===== config.mk =====
export PLATFORM = sky130hd
export DESIGN_NAME = ovbp_cell
export DESIGN_NICKNAME = d
export VERILOG_FILES = /design/src/rtl/core/ovbp_pkg.sv /design/src/rtl/core/ovbp_cell.sv
export SDC_FILE = /design/constraint.sdc
export NUM_CORES = 1
export LEC_CHECK = 0
export BUFFER_PORTS_ARGS = -buffer_cell sky130_fd_sc_hd__buf_2
export CORE_MARGIN = 2
export CORE_UTILIZATION = 30
export CTS_CLUSTER_DIAMETER = 150
export CTS_CLUSTER_SIZE = 28
export DETAILED_ROUTE_END_ITERATION = 12
export SETUP_SLACK_MARGIN = 0.2
export SYNTH_ARGS = -nofsm -noshare
export SYNTH_HDL_FRONTEND = slang
export SYNTH_SLANG_ARGS = --single-unit
export TNS_END_PERCENT = 5

===== constraint.sdc =====
create_clock -name clk -period 22.9 [get_ports clk]
set_input_delay 1.145 -clock clk [delete_from_list [all_inputs] [get_ports clk]]
set_output_delay 1.145 -clock clk [all_outputs]
set_load 0.005 [all_outputs]

===== src/rtl/core/ovbp_pkg.sv =====
package ovbp_pkg;

  localparam int DEF_MAX_ENTRIES = 64;
  localparam logic [1:0] SKIP_CHUNKS = 2'd3;
  localparam logic [31:0] WORD_BYTES = 32'd4;

  typedef enum logic [1:0] {
    ACT_DATA    = 2'd0,
    ACT_APPEND  = 2'd1,
    ACT_RESTART = 2'd2,
    ACT_CLEAR   = 2'd3
  } ovbp_act_t;

  // one data word travelling down the cell row
  typedef struct packed {
    logic [31:0] pos;
    logic        apply;
    logic [7:0]  data;
    logic        patched;
    logic        mismatch;
    logic        last;
  } ovbp_item_t;

  // table write broadcast to every cell
  typedef struct packed {
    logic        en;
    logic [31:0] offset;
    logic [31:0] expected;
    logic [31:0] replacement;
  } ovbp_wr_t;

  // big-endian: byte 0 is the most significant
  function automatic logic [7:0] word_byte(input logic [31:0] word, input logic [1:0] n);
    logic [7:0] b;
    unique case (n)
      2'd0: b = word[31:24];
      2'd1: b = word[23:16];
      2'd2: b = word[15:8];
      default: b = word[7:0];
    endcase
    return b;
  endfunction

endpackage


===== src/rtl/core/ovbp_cell.sv =====
module ovbp_cell #(
  parameter int IDX = 0,
  parameter int CW  = 7
) (
  input  logic                clk,
  input  logic                rst_n,
  input  logic                adv,
  input  logic [CW-1:0]       count,
  input  ovbp_pkg::ovbp_wr_t  wr,
  input  logic                in_valid,
  input  ovbp_pkg::ovbp_item_t in_item,
  output logic                out_valid,
  output ovbp_pkg::ovbp_item_t out_item
);
  import ovbp_pkg::*;

  logic [31:0] offset_r;
  logic [31:0] expected_r;
  logic [31:0] replacement_r;
  logic        valid_r;
  ovbp_item_t  item_r;
  ovbp_item_t  item_nxt;
  logic [31:0] n;
  logic        covered;
  logic [7:0]  exp_b;

  always_ff @(posedge clk) begin
    if (wr.en && (count == CW'(IDX))) begin
      offset_r      <= wr.offset;
      expected_r    <= wr.expected;
      replacement_r <= wr.replacement;
    end
  end

  always_comb begin
    n        = in_item.pos - offset_r;
    covered  = in_item.apply && (CW'(IDX) < count) && (n < WORD_BYTES);
    exp_b    = word_byte(expected_r, n[1:0]);
    item_nxt = in_item;
    if (covered) begin
      if (in_item.data == exp_b) begin
        item_nxt.data    = word_byte(replacement_r, n[1:0]);
        item_nxt.patched = 1'b1;
      end else begin
        item_nxt.mismatch = 1'b1;
      end
    end
  end

  always_ff @(posedge clk) begin
    if (!rst_n) begin
      valid_r <= 1'b0;
    end else if (adv) begin
      valid_r <= in_valid;
    end
  end

  always_ff @(posedge clk) begin
    if (adv) begin
      item_r <= item_nxt;
    end
  end

  assign out_valid = valid_r;
  assign out_item  = item_r;

endmodule


==> key figures, run 1 <==
Critical path
  – Capture point of the worst reg-to-reg path: out_item[6]$_DFFE_PP_
  – WP data arrival: around 4.8 ns
  – Slowest cell delay on critical path: between 0.6 and 0.7 ns
  – Critical path startpoint: in_item[12]
  – CP cell instances: buf_2 > inv_1 > ha_1 > inv_1 > fa_1 > a211oi_2 > o21ai_4 > a2111oi_2 > o31ai_1 > xor2_1 > a211oi_1 > nand4_1 > nor4_4 > mux2_2
  – Crit-path most repeated cell: sky130_fd_sc_hd__inv_1
  – R2R depth: 12
  – Worst reg2reg startpoint: offset_r[0]$_DFFE_PP_
  – Endpoint kind of the worst setup timing path: flop
  – Startpoint type of the worst setup path: input port
  – Worst-path fanout max: 9
  – Master of the slowest instance on the critical path: sky130_fd_sc_hd__nor4_4
  – Internal reg-to-reg setup slack: roughly 19 ns
  – Required time of the critical path: roughly 23 ns
  – Type of the worst setup path: input port to flop

Logic synthesis
  – Yosys top cell area share: approximately three fifths
  – Post-synthesis instance area: 7210 um^2
  – Yosys warning count: 0
  – Mux cell area share after synthesis: under 10%
  – Synth area leaders: sky130_fd_sc_hd__edfxtp_1, sky130_fd_sc_hd__ha_1, sky130_fd_sc_hd__mux4_2
  – Post-synth EDFFs: between 100 and 150
  – Fraction of synthesis flops using an asynchronous set or reset pin: 0%
  – Net count after synthesis: around 730
  – Synthesized-area fraction occupied by ao, oa, aoi and oai cells: 13.8%
  – Flip-flop and latch count after synthesis: ~140
  – Number of distinct standard cells referenced by the synthesized netlist: 71
  – Cell count after synthesis: roughly 550
  – Synthesized area per cell: approximately 13 um^2
  – Dominant combinational cell family by area after synthesis: compound AO/OA/AOI/OAI gates
  – Sequential cell area fraction in the yosys report: between 50% and 60%
  – Most area-hungry cell type in the Yosys netlist: sky130_fd_sc_hd__edfxtp_1
  – Parity-gate share of the synthesized area counting xor and xnor cells: around 2.2%
  – Top FF cell, synth: sky130_fd_sc_hd__edfxtp_1
  – Simple-gate share of the synthesized area: under 10%
  – Synth Area in Adders: under 10%

Global routing
  – Overall Global Routing Usage: ~15%
  – Number of antenna violations at the first check in global routing: 4
  – First-pass GRT wire length: between 20,000 and 30,000 um
  – Maximum number of pins on one net before global-route repair: 72
  – Number of global-route vias before repair: 5,240
  – Remaining global-route overflow: 0

Power and ir drop
  – Power density cells: about 70 nW/um^2
  – Peak supply drop: between 0.00004 and 0.00005 V
  – Pwr Total: 636 uW
  – P_leak: 3.52 nW

Clock network
  – Number of H-tree levels: 4
  – Root buffer selected by CTS: sky130_fd_sc_hd__clkbuf_16
  – Clock transition at the register clock pins on the worst setup and hold paths after CTS: approximately 0.060 ns
  – Clock tree from TritonCTS: built
  – Clock insertion delay at the later pin of the skew report: roughly 0.43 ns
  – Post-CTS setup buffers: 0
  – Count of hold-fix buffers inserted at cts: 0
  – TritonCTS buffer count: 17
  – Clock net sink count: 141
  – Number of resized instances in the post-cts repair step: 0
  – Longest Clk Path Bufs: 2

Flow run
  – Max-cap viol count: 0

Floorplan
  – DIE HEIGHT: 159 um
  – DIE AREA: 25,300 um^2
  – Area of the core: around 24,000 um^2
  – Starting density of the core: between 30% and 40%
  – Boundary pin count: slightly below 200
  – Number of standard-cell rows in the floorplan: 56
  – Die width: between 150 and 200 um

Drt
  – Length of the first detailed-routing pass in iterations: 6
  – Mean routed wirelength per cell: between 15 and 20 um
  – WL final: around 18,000 um
  – Number of vias per cell: between 4 and 5
  – Residual antenna-violating net count after detailed routing: 0
  – Initial detailed-routing violation count: a little under 300
  – Via count: 5,264
  – Number of design rule violations left after detail routing: 0

Timing
  – Final sum of negative setup slack: 0 ns
  – Max-slew violation count: 0
  – Unrepaired setup endpoints after global routing: false
  – Clock tree skew after final layout: 0.0107 ns
  – Hold violation count in the final report: 0
  – Shortest clock period the worst path allows after layout: between 4 and 5 ns
  – Highest Clock Rate: between 200 and 250 MHz
  – Post-route fraction of the period consumed by the critical path: approximately 20%
  – Actual transition at the worst max-transition pin: 1.11 ns
  – Rel. slew slack: between 20% and 30%
  – Final setup violation count: 0

Place
  – Number of I/O port buffers: about 200
  – Placed wire-length estimate: 14,200 um
  – Global placement routability congestion: around 0.87
  – Standard cell area after detailed placement: approximately 8500 um^2

Worst hold path
  – Number of cells traversed by the worst hold path: 2
  – Path type of the worst min-delay path: flop to flop
  – Sink of the worst hold path: out_valid$_SDFFE_PN0P_
  – Source of the worst hold timing path: out_valid$_SDFFE_PN0P_

Cells and area
  – P&R area growth vs syn: 25.9%
  – Filler Cells Inserted: around 2,300
  – Final-stage net count: approximately 900
  – Final non-filler cell area: ~9000 um^2
  – Layout cell share with drive strength beyond 1: a little over a third

Run status
  – Result of the run: finished clean
cell usage in the layout, fill, tap and decap left out, drive strengths merged, types with 3 or more instances in the layout:
cell / netlist / routed
mux2i: 3 / 3
ha: 31 / 31
o211a: 4 / 4
xor2: 6 / 6
nor4: 5 / 5
clkbuf: 10 / 18
and2: 3 / 3
nor2b: 3 / 3
nand3: 12 / 12
o211ai: 6 / 6
mux2: 9 / 9
a21boi: 3 / 3
o221ai: 3 / 3
buf: 14 / 198
nor2: 23 / 23
nor3: 13 / 13
clkinv: 0 / 3
o31ai: 3 / 3
a21o: 6 / 6
o21ai: 24 / 24
a21oi: 40 / 40
mux4: 16 / 16
a211oi: 9 / 9
nand4: 18 / 18
or3: 5 / 5
a2111oi: 3 / 3
or2: 3 / 3
a311oi: 3 / 3
nand2: 31 / 31
and3: 3 / 3
o21a: 11 / 11
inv: 40 / 49
edfxtp: 140 / 140
xnor2: 12 / 12
worst max-delay path by stage:
| stage | to | slack (ns) | depth (start not counted) |
|---|---|---|---|
| after floorplan | expected_r[0]$_DFFE_PP_ | 13.96 | 2 |
| after global placement | out_item[10]$_DFFE_PP_ | 17.91 | 14 |
| after detailed placement | out_item[6]$_DFFE_PP_ | 17.84 | 14 |
| after CTS | out_item[6]$_DFFE_PP_ | 18.29 | 14 |
| after global routing | out_item[9]$_DFFE_PP_ | 17.98 | 14 |
| final | out_item[6]$_DFFE_PP_ | 18.30 | 14 |
flip-flops by register name (all words and copies together), names as in the netlist:
name,flops
out_valid,1
out_item,44
replacement_r,32
offset_r,32
expected_r,32
kinds of logic (layout without fill, tap and decap cells):
kind of cell,count (synthesis),after routing
muxes,28,28
buffers and inverters,64,270
AOI/OAI and AO/OA,138,138
and+or+nand+nor,128,128
adders and majority gates,32,32
DFF,141,141
other,0,1
xor gates and xnor gates,18,18
synthesized netlist by cell type, types with 5 or more instances:
library cell / instances
sky130_fd_sc_hd__a211oi_1: 7
sky130_fd_sc_hd__nand3_1: 12
sky130_fd_sc_hd__nor3_1: 13
sky130_fd_sc_hd__nand4_1: 18
sky130_fd_sc_hd__a21oi_1: 39
sky130_fd_sc_hd__o21a_1: 11
sky130_fd_sc_hd__buf_2: 11
sky130_fd_sc_hd__xor2_1: 6
sky130_fd_sc_hd__ha_1: 31
sky130_fd_sc_hd__edfxtp_1: 140
sky130_fd_sc_hd__inv_1: 40
sky130_fd_sc_hd__o211ai_1: 5
sky130_fd_sc_hd__xnor2_1: 12
sky130_fd_sc_hd__nor2_1: 23
sky130_fd_sc_hd__a21o_1: 5
sky130_fd_sc_hd__nand2_1: 31
sky130_fd_sc_hd__mux2_2: 9
sky130_fd_sc_hd__clkbuf_1: 10
sky130_fd_sc_hd__or3_1: 5
sky130_fd_sc_hd__mux4_2: 16
sky130_fd_sc_hd__o21ai_0: 20
where the power goes:
group | internal (mW) | total, mW | switching, mW
Combinational | 0.0312 | 0.0683 | 0.0371
Clock | 0.154 | 0.274 | 0.120
Sequential | 0.291 | 0.293 | 0.00169
cell type report:
cell class                      count  area [um^2]  area share [%]
Inverter                           40          150            1.66
Clock inverter                     14          146            1.61
Sequential cell                   141         4220            46.6
Clock buffer                       18          429            4.73
Multi-Input combinational cell    344         2720            30.0
Tap cell                          319          399            4.40
Antenna cell                        1         2.50          0.0276
Timing Repair Buffer              198          996            11.0
metrics by stage:
stage | hold slack, ns | setup WS, ns | util (%) | instances
floorplan | 0.507 | 13.96 | - | 549
global placement | 0.502 | 17.91 | 36.1 | 1042
detailed placement | 0.512 | 17.84 | 36.1 | 1042
CTS | 0.526 | 18.29 | 38.5 | 1074
global route | 0.549 | 17.98 | 38.5 | 1074
finish | 0.518 | 18.30 | 38.5 | 1075
layer usage:
| metal | wire length (um) | GRT usage, % |
|---|---|---|
| met2 | 8770 | 24.4 |
| met1 | 7850 | 18.1 |
| met4 | 231 | 4.55 |
| met5 | 35 | 0 |
| met3 | 1450 | 4.71 |
critical path, delay by kind of cell:
family | cells | cell delay, ns
AOI/OAI and AO/OA | 5 | 1.37
and+or+nand+nor | 2 | 0.82
adders and majority gates | 2 | 0.62
muxes | 1 | 0.41
buffers and inverters | 3 | 0.23
xor gates and xnor gates | 1 | 0.19
No activity file was read; power rests on OpenSTA's default activity.
==> run 2: changes to the inputs <==
Clock period 22.9 ns to 4.3 ns, I/O delays scaled along.
==> run 2 against run 1 <==
Effect of this change: sequential power grew to 5.3 times the previous value; largest power group is now the clock network; via count grew 11%; final cell count grew 12%; first-iteration DRC count grew 54%; largest cell class unchanged; core utilization grew 6.1 points; flip-flop and latch count is the same; design area grew 16%.
==> key figures, run 2 (synthesis results as in run 1) <==
Power and ir drop
  – Pwr Total: 3.62 mW (+470%)
  – Power density cells: 345 nW/um^2 (+390%)
  – Switching power total: 928 uW (+480%)
  – Portion of total power attributed to sequential cells: 43.1% (-3.0 points)
  – Net Sw Frac: 25.6% (+0.61 points)
  – Peak supply drop: 0.000219 V (+400%)
  – Combinational power share: 13.0% (+2.3 points)
  – Clock network fraction of total power: 43.9% (+0.8 points)
  – P_leak: 4.13 nW (+17%)
  – Total internal power: 2.69 mW (+460%)

Drt
  – Met1 routed wirelength after detailed routing: 8470 um (+7.9%)
  – WL final: 20,500 um (+12%)
  – Initial detailed-routing violation count: 458 (+54%)
  – Met2 wire length: 9980 um (+14%)
  – Topmost layer with routed signal wires: met5
  – Met3 wirelength from detailed routing: 1610 um (+11%)
  – Length of the first detailed-routing pass in iterations: 6 (unchanged)
  – Number of design rule violations left after detail routing: 0 (unchanged)
  – Residual antenna-violating net count after detailed routing: 0 (unchanged)
  – Number of vias per cell: 4.85 (-0.95%)
  – Mean routed wirelength per cell: 17.0 um (-0.50%)
  – Via count: 5,859 (+11%)

Global routing
  – Number of global-route vias before repair: 6,067 (+16%)
  – First-pass GRT wire length: 32,300 um (+13%)
  – Overall Global Routing Usage: 16.3% (+1.7 points)
  – Remaining global-route overflow: 0 (unchanged)
  – Maximum number of pins on one net before global-route repair: 97 (+35%)
  – Number of antenna violations at the first check in global routing: 1 (-3)

Cells and area
  – Number of cells in the finished layout apart from fillers: 1,208 (+12%)
  – Most common library cell in the layout ignoring fill and taps: sky130_fd_sc_hd__buf_2
  – FF/Latch Area: 4220 um^2 (unchanged)
  – Post-layout utilization of the core: 44.6% (+6.1 points)
  – Layout cell share with drive strength beyond 1: 31.4% (-4.4 points)
  – Most used cells in the layout excluding fill and tap cells: sky130_fd_sc_hd__buf_2, sky130_fd_sc_hd__edfxtp_1, sky130_fd_sc_hd__dlygate4sd3_1, sky130_fd_sc_hd__inv_1, sky130_fd_sc_hd__a21oi_1
  – P&R area growth vs syn: 45.7%
  – Final antenna diode count: 0 (-1)
  – Flip-flop count of the largest register after layout: 44 (unchanged)
  – Filler Cells Inserted: 2,199 (-6.0%)
  – Final-stage net count: 1,060 (+14%)
  – Area taken by multi-input logic gates: 2760 um^2 (+1.5%)

Timing
  – Highest Clock Rate: 260 MHz
  – Clock tree skew after final layout: 0.0103 ns (-0.000388 ns)
  – Unrepaired setup endpoints after global routing: false
  – Max-slew violation count: 0 (unchanged)
  – Post-route fraction of the period consumed by the critical path: 89.3%
  – Actual transition at the worst max-transition pin: 1.17 ns (+0.0621 ns)
  – Final setup violation count: 0 (unchanged)
  – Shortest clock period the worst path allows after layout: 3.84 ns
  – Rel. slew slack: 22.1% (-4.1 points)
  – Hold violation count in the final report: 0 (unchanged)
  – Post-route worst hold slack: 0.0335 ns (-0.484 ns)
  – Final sum of negative setup slack: 0 ns (unchanged)

Place
  – Placed wire-length estimate: 14,100 um (-0.20%)
  – Cell total after placement: 1,047 (+0.48%)
  – Number of I/O port buffers: 196 (unchanged)
  – Global placement routability congestion: 0.852 (-2.2%)

Floorplan
  – Boundary pin count: 197 (unchanged)
  – DIE AREA: 25,300 um^2 (unchanged)
  – Number of standard-cell rows in the floorplan: 56 (unchanged)
  – Die width: 159 um (unchanged)
  – DIE HEIGHT: 159 um (unchanged)
  – Starting density of the core: 30.6% (unchanged)
  – Area of the core: 23,500 um^2 (unchanged)

Clock network
  – Clock tree from TritonCTS: built
  – Post-CTS setup buffers: 0 (unchanged)
  – Clock net sink count: 141 (unchanged)
  – Number of H-tree levels: 4 (unchanged)
  – TritonCTS buffer count: 17 (unchanged)
  – Longest Clk Path Bufs: 2 (unchanged)
  – Root buffer selected by CTS: sky130_fd_sc_hd__clkbuf_16
  – Clock transition at the register clock pins on the worst setup and hold paths after CTS: 0.06 ns (about the same)
  – Clock insertion delay at the later pin of the skew report: 0.43 ns (about the same)

Critical path
  – WP data arrival: 4.02 ns (-0.76 ns)
  – Type of the worst setup path: input port to flop
  – Endpoint kind of the worst setup timing path: flop
  – Startpoint type of the worst setup path: input port
  – Required time of the critical path: 4.48 ns (-18.60 ns)
  – Worst-path fanout max: 9 (unchanged)

Run status
  – Result of the run: finished clean

Flow run
  – Max-cap viol count: 0 (unchanged)

Worst hold path
  – Path type of the worst min-delay path: input port to flop
## run 2: cell count changes in the layout (fill, tap and decap cells not counted), moves of 2 or more
cell | previous run | this run
sky130_fd_sc_hd__inv_8 | 3 | 5
sky130_fd_sc_hd__buf_4 | 2 | 5
sky130_fd_sc_hd__inv_6 | 6 | 4
sky130_fd_sc_hd__clkinv_8 | 0 | 2
sky130_fd_sc_hd__dlygate4sd3_1 | 0 | 129
## run 2: final timing paths
check                    startpoint                endpoint  slack (ns)  cells after the start
max                     in_item[12]   out_item[9]$_DFFE_PP_        0.46                     16
min                     in_item[11]  out_item[11]$_DFFE_PP_        0.03                      1
max reg2reg   offset_r[4]$_DFFE_PP_   out_item[9]$_DFFE_PP_        0.58                     12
min reg2reg  out_valid$_SDFFE_PN0P_  out_valid$_SDFFE_PN0P_        0.51                      2
## run 2: timing repair
item                                    CTS  global route
hold buffers                            129             0
gates resized for setup                   0             6
hold endpoints to repair                129             0
endpoints found under the setup margin    0             8
## run 2: area by class of cell
| class | instances | share of cell area, % |
|---|---|---|
| inverter | 40 | 1.43 |
| sequential | 141 | 40.2 |
| multi-input combinational | 344 | 26.3 |
| tap | 319 | 3.80 |
| clock buffer | 17 | 4.05 |
| clock inverter | 15 | 1.88 |
| timing repair buffer | 332 | 22.3 |
## run 2: worst max-delay path, stage by stage
cell	delay [ns]
sky130_fd_sc_hd__dlygate4sd3_1	0.54
sky130_fd_sc_hd__buf_2	0.14
sky130_fd_sc_hd__inv_1	0.05
sky130_fd_sc_hd__ha_1	0.17
sky130_fd_sc_hd__inv_1	0.06
sky130_fd_sc_hd__fa_2	0.39
sky130_fd_sc_hd__a211oi_4	0.28
sky130_fd_sc_hd__o21ai_4	0.14
sky130_fd_sc_hd__a21o_1	0.21
sky130_fd_sc_hd__a2111oi_2	0.28
sky130_fd_sc_hd__nand4_1	0.14
sky130_fd_sc_hd__nor4_2	0.33
sky130_fd_sc_hd__nand4_1	0.24
sky130_fd_sc_hd__nor4_4	0.28
sky130_fd_sc_hd__buf_6	0.19
sky130_fd_sc_hd__mux2_2	0.34
## run 2: power groups by stage
stage	Combinational [mW]	Sequential, mW	Clock, mW
finish	0.469	1.56	1.59
global route	0.514	1.56	1.67
CTS	0.464	1.56	1.62
detailed placement	0.372	1.59	0
global placement	0.373	1.59	0
floorplan	0.189	1.60	0
## run 2: metrics by stage
| stage | worst slack, ns | cell area [um^2] |
|---|---|---|
| floorplan | 0.716 | 7220 |
| global placement | 0.404 | 8550 |
| detailed placement | 0.395 | 8550 |
| CTS | 0.265 | 10500 |
| global route | 0.222 | 10500 |
| finish | 0.458 | 10500 |
## run 2: metal layers
layer / track usage (%) / vias to the layer above
li1: - / 2800
met1: 19.8 / 2788
met2: 27.8 / 235
met3: 5.03 / 34
met4: 5.50 / 2
met5: 0 / -
